File: config.mk
export PLATFORM = sky130hd
export DESIGN_NAME = sliding_window_frame_detector_flat
export DESIGN_NICKNAME = d
export VERILOG_FILES = /design/src/hw/rtl/swfd_pkg.sv /design/src/hw/rtl/swfd_in_if.sv /design/src/hw/rtl/swfd_out_if.sv /design/src/hw/rtl/sliding_window_frame_detector.sv /design/src/hw/rtl/swfd_cell.sv /design/src/hw/rtl/swfd_check.sv /design/src/flat_wrapper.sv
export SDC_FILE = /design/constraint.sdc
export NUM_CORES = 1
export LEC_CHECK = 0
export BUFFER_PORTS_ARGS = -buffer_cell sky130_fd_sc_hd__buf_4
export CORE_MARGIN = 3
export CORE_UTILIZATION = 56
export DETAILED_ROUTE_END_ITERATION = 10
export PLACE_DENSITY = 0.87
export SLEW_MARGIN = 15
export SYNTH_ARGS = -nofsm -noshare
export SYNTH_HDL_FRONTEND = slang
export SYNTH_SLANG_ARGS = --single-unit
File: constraint.sdc
create_clock -name clk -period 18.55 [get_ports clk]
set_input_delay 0.9275 -clock clk [delete_from_list [all_inputs] [get_ports clk]]
set_output_delay 0.9275 -clock clk [all_outputs]
set_load 0.02 [all_outputs]
File: src/hw/rtl/swfd_pkg.sv
`timescale 1ns / 1ps
// ----------------------------------------------------------------------------
// swfd_pkg
// Types and constants shared by the sliding window frame detector.
// ----------------------------------------------------------------------------
package swfd_pkg;

    localparam int WIN_LEN  = 13;
    localparam int SUM_LEN  = WIN_LEN - 1;
    localparam int FLAG_BIT = 7;

    typedef logic [7:0] byte_t;

    localparam byte_t SYNC_BYTE = 8'hA5;

    typedef struct packed {
        byte_t oldest;      // entry leaving the summed span
        byte_t entering;    // entry joining the summed span
        byte_t sync_cand;   // entry that becomes the new oldest
        byte_t flag_cand;   // entry that becomes the new second oldest
        byte_t checksum;    // incoming byte, the new checksum entry
    } check_in_t;

endpackage

File: src/hw/rtl/swfd_in_if.sv
`timescale 1ns / 1ps
// ----------------------------------------------------------------------------
// swfd_in_if
// Byte request channel into the detector.
// ----------------------------------------------------------------------------
interface swfd_in_if;
    logic            valid;
    logic            ready;
    swfd_pkg::byte_t rx_byte;

    modport source (output valid, output rx_byte, input ready);
    modport sink   (input valid, input rx_byte, output ready);
endinterface

File: src/hw/rtl/swfd_out_if.sv
`timescale 1ns / 1ps
// ----------------------------------------------------------------------------
// swfd_out_if
// Frame request channel out of the detector.
// ----------------------------------------------------------------------------
interface swfd_out_if;
    logic        valid;
    logic        ready;
    logic [63:0] frame_first_bytes;
    logic [39:0] frame_last_bytes;

    modport source (output valid, output frame_first_bytes, output frame_last_bytes,
                    input ready);
    modport sink   (input valid, input frame_first_bytes, input frame_last_bytes,
                    output ready);
endinterface

File: src/hw/rtl/sliding_window_frame_detector.sv
`timescale 1ns / 1ps
// ----------------------------------------------------------------------------
// sliding_window_frame_detector
// A frame is registered and shows on the output in the cycle after its last byte.
// Throughput: one byte per cycle; the single output register stalls input
// only while a frame waits and the sink holds ready low.
// Reset: window cells, running sum and output valid clear to zero.
// Bytes shift through a row of 13 cells; a running sum tracks the checksum.
// ----------------------------------------------------------------------------
module sliding_window_frame_detector
(
    input  logic       clk,
    input  logic       rst_n,
    swfd_in_if.sink    rx,
    swfd_out_if.source frame
);

    localparam int N = swfd_pkg::WIN_LEN;

    swfd_pkg::byte_t     win [N];
    swfd_pkg::byte_t     feed [N];
    logic                accept;
    logic                hit;
    swfd_pkg::check_in_t chk;

    logic        valid_reg;
    logic        valid_next;
    logic [63:0] first_reg;
    logic [39:0] last_reg;

    assign rx.ready = !valid_reg || frame.ready;
    assign accept   = rx.valid && rx.ready;

    genvar i;
    generate
        for (i = 0; i < N; i++)
        begin : g_cell
            if (i == N - 1)
            begin : g_tail
                assign feed[i] = rx.rx_byte;
            end
            else
            begin : g_body
                assign feed[i] = win[i + 1];
            end

            swfd_cell u_cell
            (
                .clk   (clk),
                .rst_n (rst_n),
                .shift (accept),
                .din   (feed[i]),
                .dout  (win[i])
            );
        end
    endgenerate

    assign chk.oldest    = win[0];
    assign chk.entering  = win[N - 1];
    assign chk.sync_cand = win[1];
    assign chk.flag_cand = win[2];
    assign chk.checksum  = rx.rx_byte;

    swfd_check u_check
    (
        .clk   (clk),
        .rst_n (rst_n),
        .shift (accept),
        .chk   (chk),
        .hit   (hit)
    );

    always_comb
    begin
        valid_next = valid_reg;
        if (frame.ready)
        begin
            valid_next = 1'b0;
        end
        if (accept && hit)
        begin
            valid_next = 1'b1;
        end
    end

    always_ff @(posedge clk or negedge rst_n)
    begin
        if (!rst_n)
        begin
            valid_reg <= 1'b0;
        end
        else
        begin
            valid_reg <= valid_next;
        end
    end

    // hold the frame as the window stands after the shift
    always_ff @(posedge clk)
    begin
        if (accept && hit)
        begin
            first_reg <= {win[8], win[7], win[6], win[5],
                          win[4], win[3], win[2], win[1]};
            last_reg  <= {rx.rx_byte, win[12], win[11], win[10], win[9]};
        end
    end

    assign frame.valid             = valid_reg;
    assign frame.frame_first_bytes = first_reg;
    assign frame.frame_last_bytes  = last_reg;

endmodule

File: src/hw/rtl/swfd_cell.sv
`timescale 1ns / 1ps
// ----------------------------------------------------------------------------
// swfd_cell
// One window entry: loads the byte of its younger neighbor on each shift.
// ----------------------------------------------------------------------------
module swfd_cell
(
    input  logic            clk,
    input  logic            rst_n,
    input  logic            shift,
    input  swfd_pkg::byte_t din,
    output swfd_pkg::byte_t dout
);

    swfd_pkg::byte_t data_reg;
    swfd_pkg::byte_t data_next;

    assign data_next = shift ? din : data_reg;

    always_ff @(posedge clk or negedge rst_n)
    begin
        if (!rst_n)
        begin
            data_reg <= '0;
        end
        else
        begin
            data_reg <= data_next;
        end
    end

    assign dout = data_reg;

endmodule

File: src/hw/rtl/swfd_check.sv
`timescale 1ns / 1ps
// ----------------------------------------------------------------------------
// swfd_check
// Running 8-bit sum over the oldest twelve entries and the frame test.
// ----------------------------------------------------------------------------
module swfd_check
(
    input  logic                clk,
    input  logic                rst_n,
    input  logic                shift,
    input  swfd_pkg::check_in_t chk,
    output logic                hit
);

    swfd_pkg::byte_t sum_reg;
    swfd_pkg::byte_t sum_next;

    // drop the leaving entry, add the one that slides in
    assign sum_next = shift ? (sum_reg - chk.oldest + chk.entering) : sum_reg;

    always_ff @(posedge clk or negedge rst_n)
    begin
        if (!rst_n)
        begin
            sum_reg <= '0;
        end
        else
        begin
            sum_reg <= sum_next;
        end
    end

    // test the window as it stands after this shift
    assign hit = (chk.sync_cand == swfd_pkg::SYNC_BYTE)
              && !chk.flag_cand[swfd_pkg::FLAG_BIT]
              && ((sum_reg - chk.oldest + chk.entering) == chk.checksum);

endmodule
File: src/flat_wrapper.sv
// flat-port wrapper written by rule: the top's interface ports become plain ports
module sliding_window_frame_detector_flat 
  (clk, rst_n, rx_valid, rx_rx_byte, rx_ready, frame_valid, frame_frame_first_bytes, frame_frame_last_bytes, frame_ready);
  swfd_in_if rx_i ();
  swfd_out_if frame_i ();
  input  logic clk;
  input  logic rst_n;
  input wire logic [$bits(rx_i.valid)-1:0] rx_valid;
  input wire logic [$bits(rx_i.rx_byte)-1:0] rx_rx_byte;
  output wire logic [$bits(rx_i.ready)-1:0] rx_ready;
  output wire logic [$bits(frame_i.valid)-1:0] frame_valid;
  output wire logic [$bits(frame_i.frame_first_bytes)-1:0] frame_frame_first_bytes;
  output wire logic [$bits(frame_i.frame_last_bytes)-1:0] frame_frame_last_bytes;
  input wire logic [$bits(frame_i.ready)-1:0] frame_ready;
  assign rx_i.valid = rx_valid;
  assign rx_i.rx_byte = rx_rx_byte;
  assign rx_ready = rx_i.ready;
  assign frame_valid = frame_i.valid;
  assign frame_frame_first_bytes = frame_i.frame_first_bytes;
  assign frame_frame_last_bytes = frame_i.frame_last_bytes;
  assign frame_i.ready = frame_ready;
  sliding_window_frame_detector u_core (.clk(clk), .rst_n(rst_n), .rx(rx_i), .frame(frame_i));
endmodule
==> results of run 1 <==
## per-stage QoR
stage                     setup WS [ps]  instance area (um^2)  hold slack [ps]  cells
after CTS                         14300                  9790              469    787
after detailed placement          14360                  9110              451    749
after floorplan                    5460                  8030              436    463
final                             14510                  9820              466    788
after global placement            14550                  9110              448    749
after global routing              14290                  9820              482    788
## cells in the mapped netlist
library cell / n / share of area, %
o21bai_1: 1 / 0.093
ha_1: 8 / 1.2
a31oi_1: 1 / 0.078
buf_6: 1 / 0.14
nand2_2: 1 / 0.078
o21ai_0: 13 / 0.81
fa_1: 7 / 1.7
nor4b_2: 1 / 0.19
a21oi_1: 6 / 0.37
edfxtp_1: 104 / 39
a41oi_1: 1 / 0.11
clkbuf_1: 7 / 0.33
xnor2_1: 10 / 1.1
inv_1: 28 / 1.3
mux2_1: 29 / 4.1
or4_1: 1 / 0.093
nor2_1: 9 / 0.42
o2111ai_1: 2 / 0.22
and4bb_2: 1 / 0.16
or3b_1: 1 / 0.11
buf_2: 2 / 0.12
nand4_1: 1 / 0.078
mux2_2: 70 / 9.8
xor2_1: 6 / 0.65
buf_1: 5 / 0.23
a2111oi_0: 1 / 0.11
o31ai_2: 1 / 0.16
o21ai_1: 4 / 0.25
nor3_1: 1 / 0.062
nand2_1: 16 / 0.75
xor2_2: 1 / 0.20
nand2b_1: 4 / 0.31
nor4_1: 2 / 0.16
dfrtp_1: 113 / 35
a211oi_1: 1 / 0.093
a21o_1: 2 / 0.19
or2b_1: 1 / 0.093
## power by group through the flow
stage               Combinational (mW)  Sequential [mW]  Clock, mW
floorplan                        0.349            0.656          0
global placement                 0.399            0.680          0
detailed placement               0.424            0.689          0
CTS                              0.432            0.683      0.424
global route                     0.485            0.693      0.446
finish                           0.439            0.684      0.418
## worst max-delay path: cells and delay by family, from the launching register on
| kind | cells | cell delay (ps) |
|---|---|---|
| AND/OR/NAND/NOR | 3 | 660 |
| flip-flops | 1 | 400 |
| AO/OA/AOI/OAI | 3 | 820 |
| buffers and inverters | 3 | 840 |
| adder cells (fa/ha/maj) | 2 | 950 |
## layout make-up
cell class                 count  area share [%]
clock buffer                  34            6.40
tap                          180            2.29
inverter                      28            1.07
timing repair buffer         122            9.53
multi-input combinational    203            19.6
sequential                   217            60.6
clock inverter                 4           0.510
## cell families (layout without fill, tap and decap cells)
family                     after synthesis  count (layout)  share of synthesized area [%]
and+or+nand+nor                         39              39                           2.49
AOI/OAI and AO/OA                       33              33                           2.48
adders and majority gates               15              15                           2.99
muxes                                   99              99                           13.9
buffers and inverters                   43             188                           2.13
DFF                                    217             217                           74.1
xor gates and xnor gates                17              17                           1.95
## layer usage
| metal | vias to the layer above | share of wire, % | global-route usage [%] |
|---|---|---|---|
| met1 | 2228 | 41 | 27.2 |
| li1 | 1916 | - | - |
| met2 | 140 | 52 | 33.9 |
| met5 | - | 0 | 0 |
| met4 | 0 | 1.8 | 5.99 |
| met3 | 25 | 5.3 | 3.22 |
## worst paths after layout
path	start	cells past startpoint	slack (ps)	endpoint
min in group asynchronous	rst_n	1	500	u_core.g_cell[6].u_cell.dout[6]
worst max-delay path	u_core.g_cell[12].u_cell.dout[1]	11	14510	u_core.frame.frame_last_bytes[2]
max in group asynchronous	rst_n	2	16820	u_core.g_cell[7].u_cell.dout[1]
worst max register to register	u_core.g_cell[12].u_cell.dout[1]	11	14510	u_core.frame.frame_last_bytes[2]
worst min register to register	u_core.g_cell[4].u_cell.dout[2]	0	470	u_core.frame.frame_first_bytes[26]
worst min-delay path	u_core.g_cell[4].u_cell.dout[2]	0	470	u_core.frame.frame_first_bytes[26]
==> out/results.txt, run 1 <==
# diodes = 0
Hold Vio Cnt, Final = 0
CP dominant cell by count = fa_1
Seq. cell area = 0.00595 mm^2
number of port buffers = 117
Area Growth Syn to Fin = 22.2%
Power per Cell Area = 157 mW/mm^2
power share of the clock group = 27.1%
final core utilization = 70.5%
die height = 126 um
post-CTS setup buffers = 0
critical path peak fanout = 67
mean area per synthesized cell = 17.3 um^2
# hold bufs at CTS = 0
critical path's slowest cell = fa_1
Slew Limit Fails = 0
f_max = 0.248 GHz
Cells after Synth = 463
Reg clk slew, reported paths = 60 ps
CP Class = flop to flop
CP endpoint kind = flop
Post-DP HPWL = 9790 um
cell row count = 43
H-tree levels = 1
Multi-input gate area = 0.00192 mm^2
First-pass DRT Iterations = 4
Worst EP arrival = 4200 ps
largest net degree at the start of global routing = 91
DRC viols = 0
Resized Gates After CTS = 0
Clk Latency, worst-skew pair = 490 ps
Rel. slew slack = 43.1%
CP cell instances = inv_1 > fa_1 > fa_1 > nand2b_1 > a21oi_1 > a2111oi_0 > a41oi_1 > nand4_1 > nor4_2 > buf_4 > buf_16
setup TNS = 0 ps
CTS tree = built
commonest non-fill, non-tap cells in the layout = buf_4, dfrtp_1, edfxtp_1
minimum clock period = 4040 ps
Critical Path RT = 18710 ps
Worst setup SP type = flop
Comb power frac = 28.5%
Sw Share = 31.7%
layout cells sized above 1 = 37.8%
Unique masters post-synth = 37
GP Congestion = 0.874
global-route wire length before repair = 24900 um
Synth Warn # = 0
mapped cell area = 0.00803 mm^2
wire length per cell = 20.1 um
DR vias/cell = 5.47
RSZ-0062 raised after global routing = no
die width = 126 um
fin nets = 620
root buffer cell = clkbuf_16
Leak Pwr = 4.12 nW
most common cell after layout, fill and taps aside = buf_4
syn nets = 490
status = complete, no violations
Flop pwr share = 44.4%
placeable core area = 0.0139 mm^2
Max VDD drop = 0.0950 mV
Final Cycle Share = 21.8%
Die Footprint = 0.0158 mm^2
FILL cells = 829
Max-Cap Viols = 0
clk buf depth = 3
vias in the first global route = 4454
grt total ovfl = 0
I/O pins = 118
Num CTS Buffers = 21
final WL = 15800 um
Final ANT Viol Nets = 0
via count = 4309
sequential element share of the synthesized area = 74.1%
initial antenna violation count = 0
Tot GR Track Use = 20.0%
synthesized flop and latch total = 217
worst hold path type = flop to flop
initial drt markers = 304
max reg flops = 104
Initial Util = 57.6%
Final setup viols = 0
P_sw = 0.488 mW
total power = 1.54 mW
Least-Margin Pin Slew = 853 ps
internal power = 1.05 mW
CP max stage delay = 480 ps
clk sinks = 217
Worst Clk Skew = 8.28 ps
No activity file was read; power rests on OpenSTA's default activity.
==> run 2: changes to the inputs <==
Settings changed: ABC_AREA from default to 1, CORE_UTILIZATION 56 to 51, PLACE_DENSITY 0.87 to 0.84.
Clock period 18.55 ns to 3.4 ns, I/O delays scaled along.
==> run 2 against run 1 <==
Effect of this change: synthesized cell count up 45%; worst hold slack got worse by 450 ps; total power rose to 4.7 times the previous value; global-route usage fell by 0.97 points; combinational power rose to 3.7 times the previous value; count of clock-buffer cells in the layout shrank 8; clock power grew to 5.9 times the previous value; critical endpoint is now u_core.frame.frame_last_bytes[27]; highest routed layer unchanged.
==> out/results.txt, run 2 <==
grt total ovfl = 0
CP endpoint kind = flop
Async S/R FF share, synth = 52.1%
critical path peak fanout = 67
wire length per cell = 15.7 um
Post-DP HPWL = 10600 um
Worst EP arrival = 3280 ps
Worst Setup SP = u_core.g_cell[12].u_cell.dout[0]
number of port buffers = 117
synth cell count leaders = nand2_1, dfrtp_1, o21ai_0
Max VDD drop = 0.311 mV
mean area per synthesized cell = 12.1 um^2
clk sinks = 217
Worst Clk Skew = 21.7 ps
f_max = 0.320 GHz
H-tree levels = 1
synthesized flop and latch total = 217
Leak Pwr = 4.47 nW
Synth Warn # = 0
Num CTS Buffers = 22
Worst setup SP type = flop
ys flop type = dfrtp_1
Slew Limit Fails = 0
Critical Path RT = 3550 ps
critical path's top delay family = adder cells
Power per Cell Area = 717 mW/mm^2
post-layout instance area = 0.0102 mm^2
Hold Startpoint = frame_ready
Cells after Synth = 671
First-pass DRT Iterations = 5
critical path's slowest cell = fa_2
mapped cell area = 0.00810 mm^2
Synth area leaders = edfxtp_1, dfrtp_1, nand2_1
Resized Gates After CTS = 0
Die Footprint = 0.0174 mm^2
Initial Util = 52.7%
Final ANT Viol Nets = 0
GP Congestion = 0.936
status = complete, no violations
DR vias/cell = 5.02
cell row count = 45
CTS tree = built
CP dominant cell by count = nor2_1
final WL = 16200 um
Seq. cell area = 0.00595 mm^2
Max-Cap Viols = 0
syn nets = 698
largest net degree at the start of global routing = 75
RSZ-0062 raised after global routing = no
commonest non-fill, non-tap cells in the layout = nand2_1, buf_4, dfrtp_1
Setup WS pre-CTS = 372 ps
Final Cycle Share = 92.1%
Tot GR Track Use = 19.0%
sequential element share of the synthesized area = 73.5%
# diodes = 0
die width = 132 um
Reg clk slew, reported paths = 60 ps
Post-Place Cell Area = 0.00930 mm^2
DRC viols = 0
setup TNS = 0 ps
top-area cell type share of the netlist area = 38.5%
max reg flops = 104
initial antenna violation count = 0
reg2reg start = u_core.g_cell[12].u_cell.dout[0]
number of synthesized flops with an enable pin = 104
Rel. slew slack = 44.6%
vias in the first global route = 5285
Multi-input gate area = 0.00177 mm^2
via count = 5185
biggest area consumer among synthesized cells = edfxtp_1
I/O pins = 118
root buffer cell = clkbuf_16
most common cell after layout, fill and taps aside = nand2_1
initial drt markers = 467
total power = 7.28 mW
FILL cells = 1113
critical path buffer and inverter count = 5
Least-Margin Pin Slew = 831 ps
Hold Vio Cnt, Final = 0
Unique masters post-synth = 20
CP Class = flop to flop
global-route wire length before repair = 26900 um
Final setup viols = 0
CP max stage delay = 580 ps
clk buf depth = 3
layout cells sized above 1 = 22.4%
minimum clock period = 3130 ps
die height = 132 um
most frequent cell after synthesis = nand2_1
CP cell instances = inv_1 > ha_1 > inv_1 > ha_2 > inv_2 > fa_2 > xnor2_1 > nor2_1 > nand2_1 > nor2_1 > nand3_1 > nor2_1 > nand3_2 > clkinvlp_4 > buf_12
worst hold path type = primary input to flop
fin nets = 832
Area Growth Syn to Fin = 25.3%
placeable core area = 0.0154 mm^2
Clk Latency, worst-skew pair = 500 ps
worst setup margin = 270 ps
## run 2: repair_timing
item,4_1_cts,5_1_grt
hold buffers,9,0
setup buffers,0,0
endpoints found under the hold margin,75,0
## run 2: logic make-up (layout without fill, tap and decap cells)
family,count (synthesis),count (layout),share of synthesized area [%]
DFF,217,217,73.5
and+or+nand+nor,204,204,10.3
buffers and inverters,119,269,5.75
AOI/OAI and AO/OA,109,109,6.73
adders and majority gates,15,15,2.97
xor gates and xnor gates,7,7,0.757
## run 2: stage by stage
step | util (%) | cells | hold WS [ps]
6_report | 66.0 | 1032 | 16.2
5_1_grt | 66.0 | 1032 | 35.7
4_1_cts | 66.0 | 1032 | 9.53
3_5_place_dp | 60.5 | 983 | 320
3_3_place_gp | 60.5 | 983 | 321
2_1_floorplan | - | 671 | -126
## run 2: worst paths after layout
path	slack (ps)	cells past startpoint	endpoint
worst min register to register	440	0	u_core.frame.frame_last_bytes[13]
min in group asynchronous	320	2	u_core.g_cell[12].u_cell.dout[4]
worst min-delay path	20	4	u_core.frame.valid
worst max register to register	270	15	u_core.frame.frame_last_bytes[27]
max in group asynchronous	2210	3	u_core.g_cell[10].u_cell.dout[5]
worst max-delay path	270	15	u_core.frame.frame_last_bytes[27]
## run 2: cell type report
type | count | area share, %
Clock buffer | 26 | 5.67
Inverter | 95 | 3.55
Sequential cell | 217 | 58.6
Tap cell | 211 | 2.60
Clock inverter | 14 | 1.80
Timing Repair Buffer | 134 | 10.4
Multi-Input combinational cell | 335 | 17.4
## run 2: per-layer routing
metal  up-vias  wire [um]  share of wire [%]  track usage (%)
met5         -          0                  0                0
met4         0        455                2.8             5.95
met3        37       1140                7.0             4.05
met2       190       7950                 49             31.7
met1      2509       6700                 41             25.4
li1       2449          -                  -                -
## run 2: worst reg2reg max path, stage by stage, from the launching register on
cell        delay, ps
dfrtp_1           370
inv_1              90
ha_1              230
inv_1              60
ha_2              200
inv_2              50
fa_2              580
xnor2_1            80
nor2_1            120
nand2_1            80
nor2_1            100
nand3_1            70
nor2_1            140
nand3_2           120
clkinvlp_4        130
buf_12            320
## run 2: where the power goes
| group | switching (mW) | internal, mW | total (mW) |
|---|---|---|---|
| combinational | 0.980 | 0.630 | 1.61 |
| sequential | 0.172 | 3.02 | 3.19 |
| clock | 0.961 | 1.52 | 2.48 |
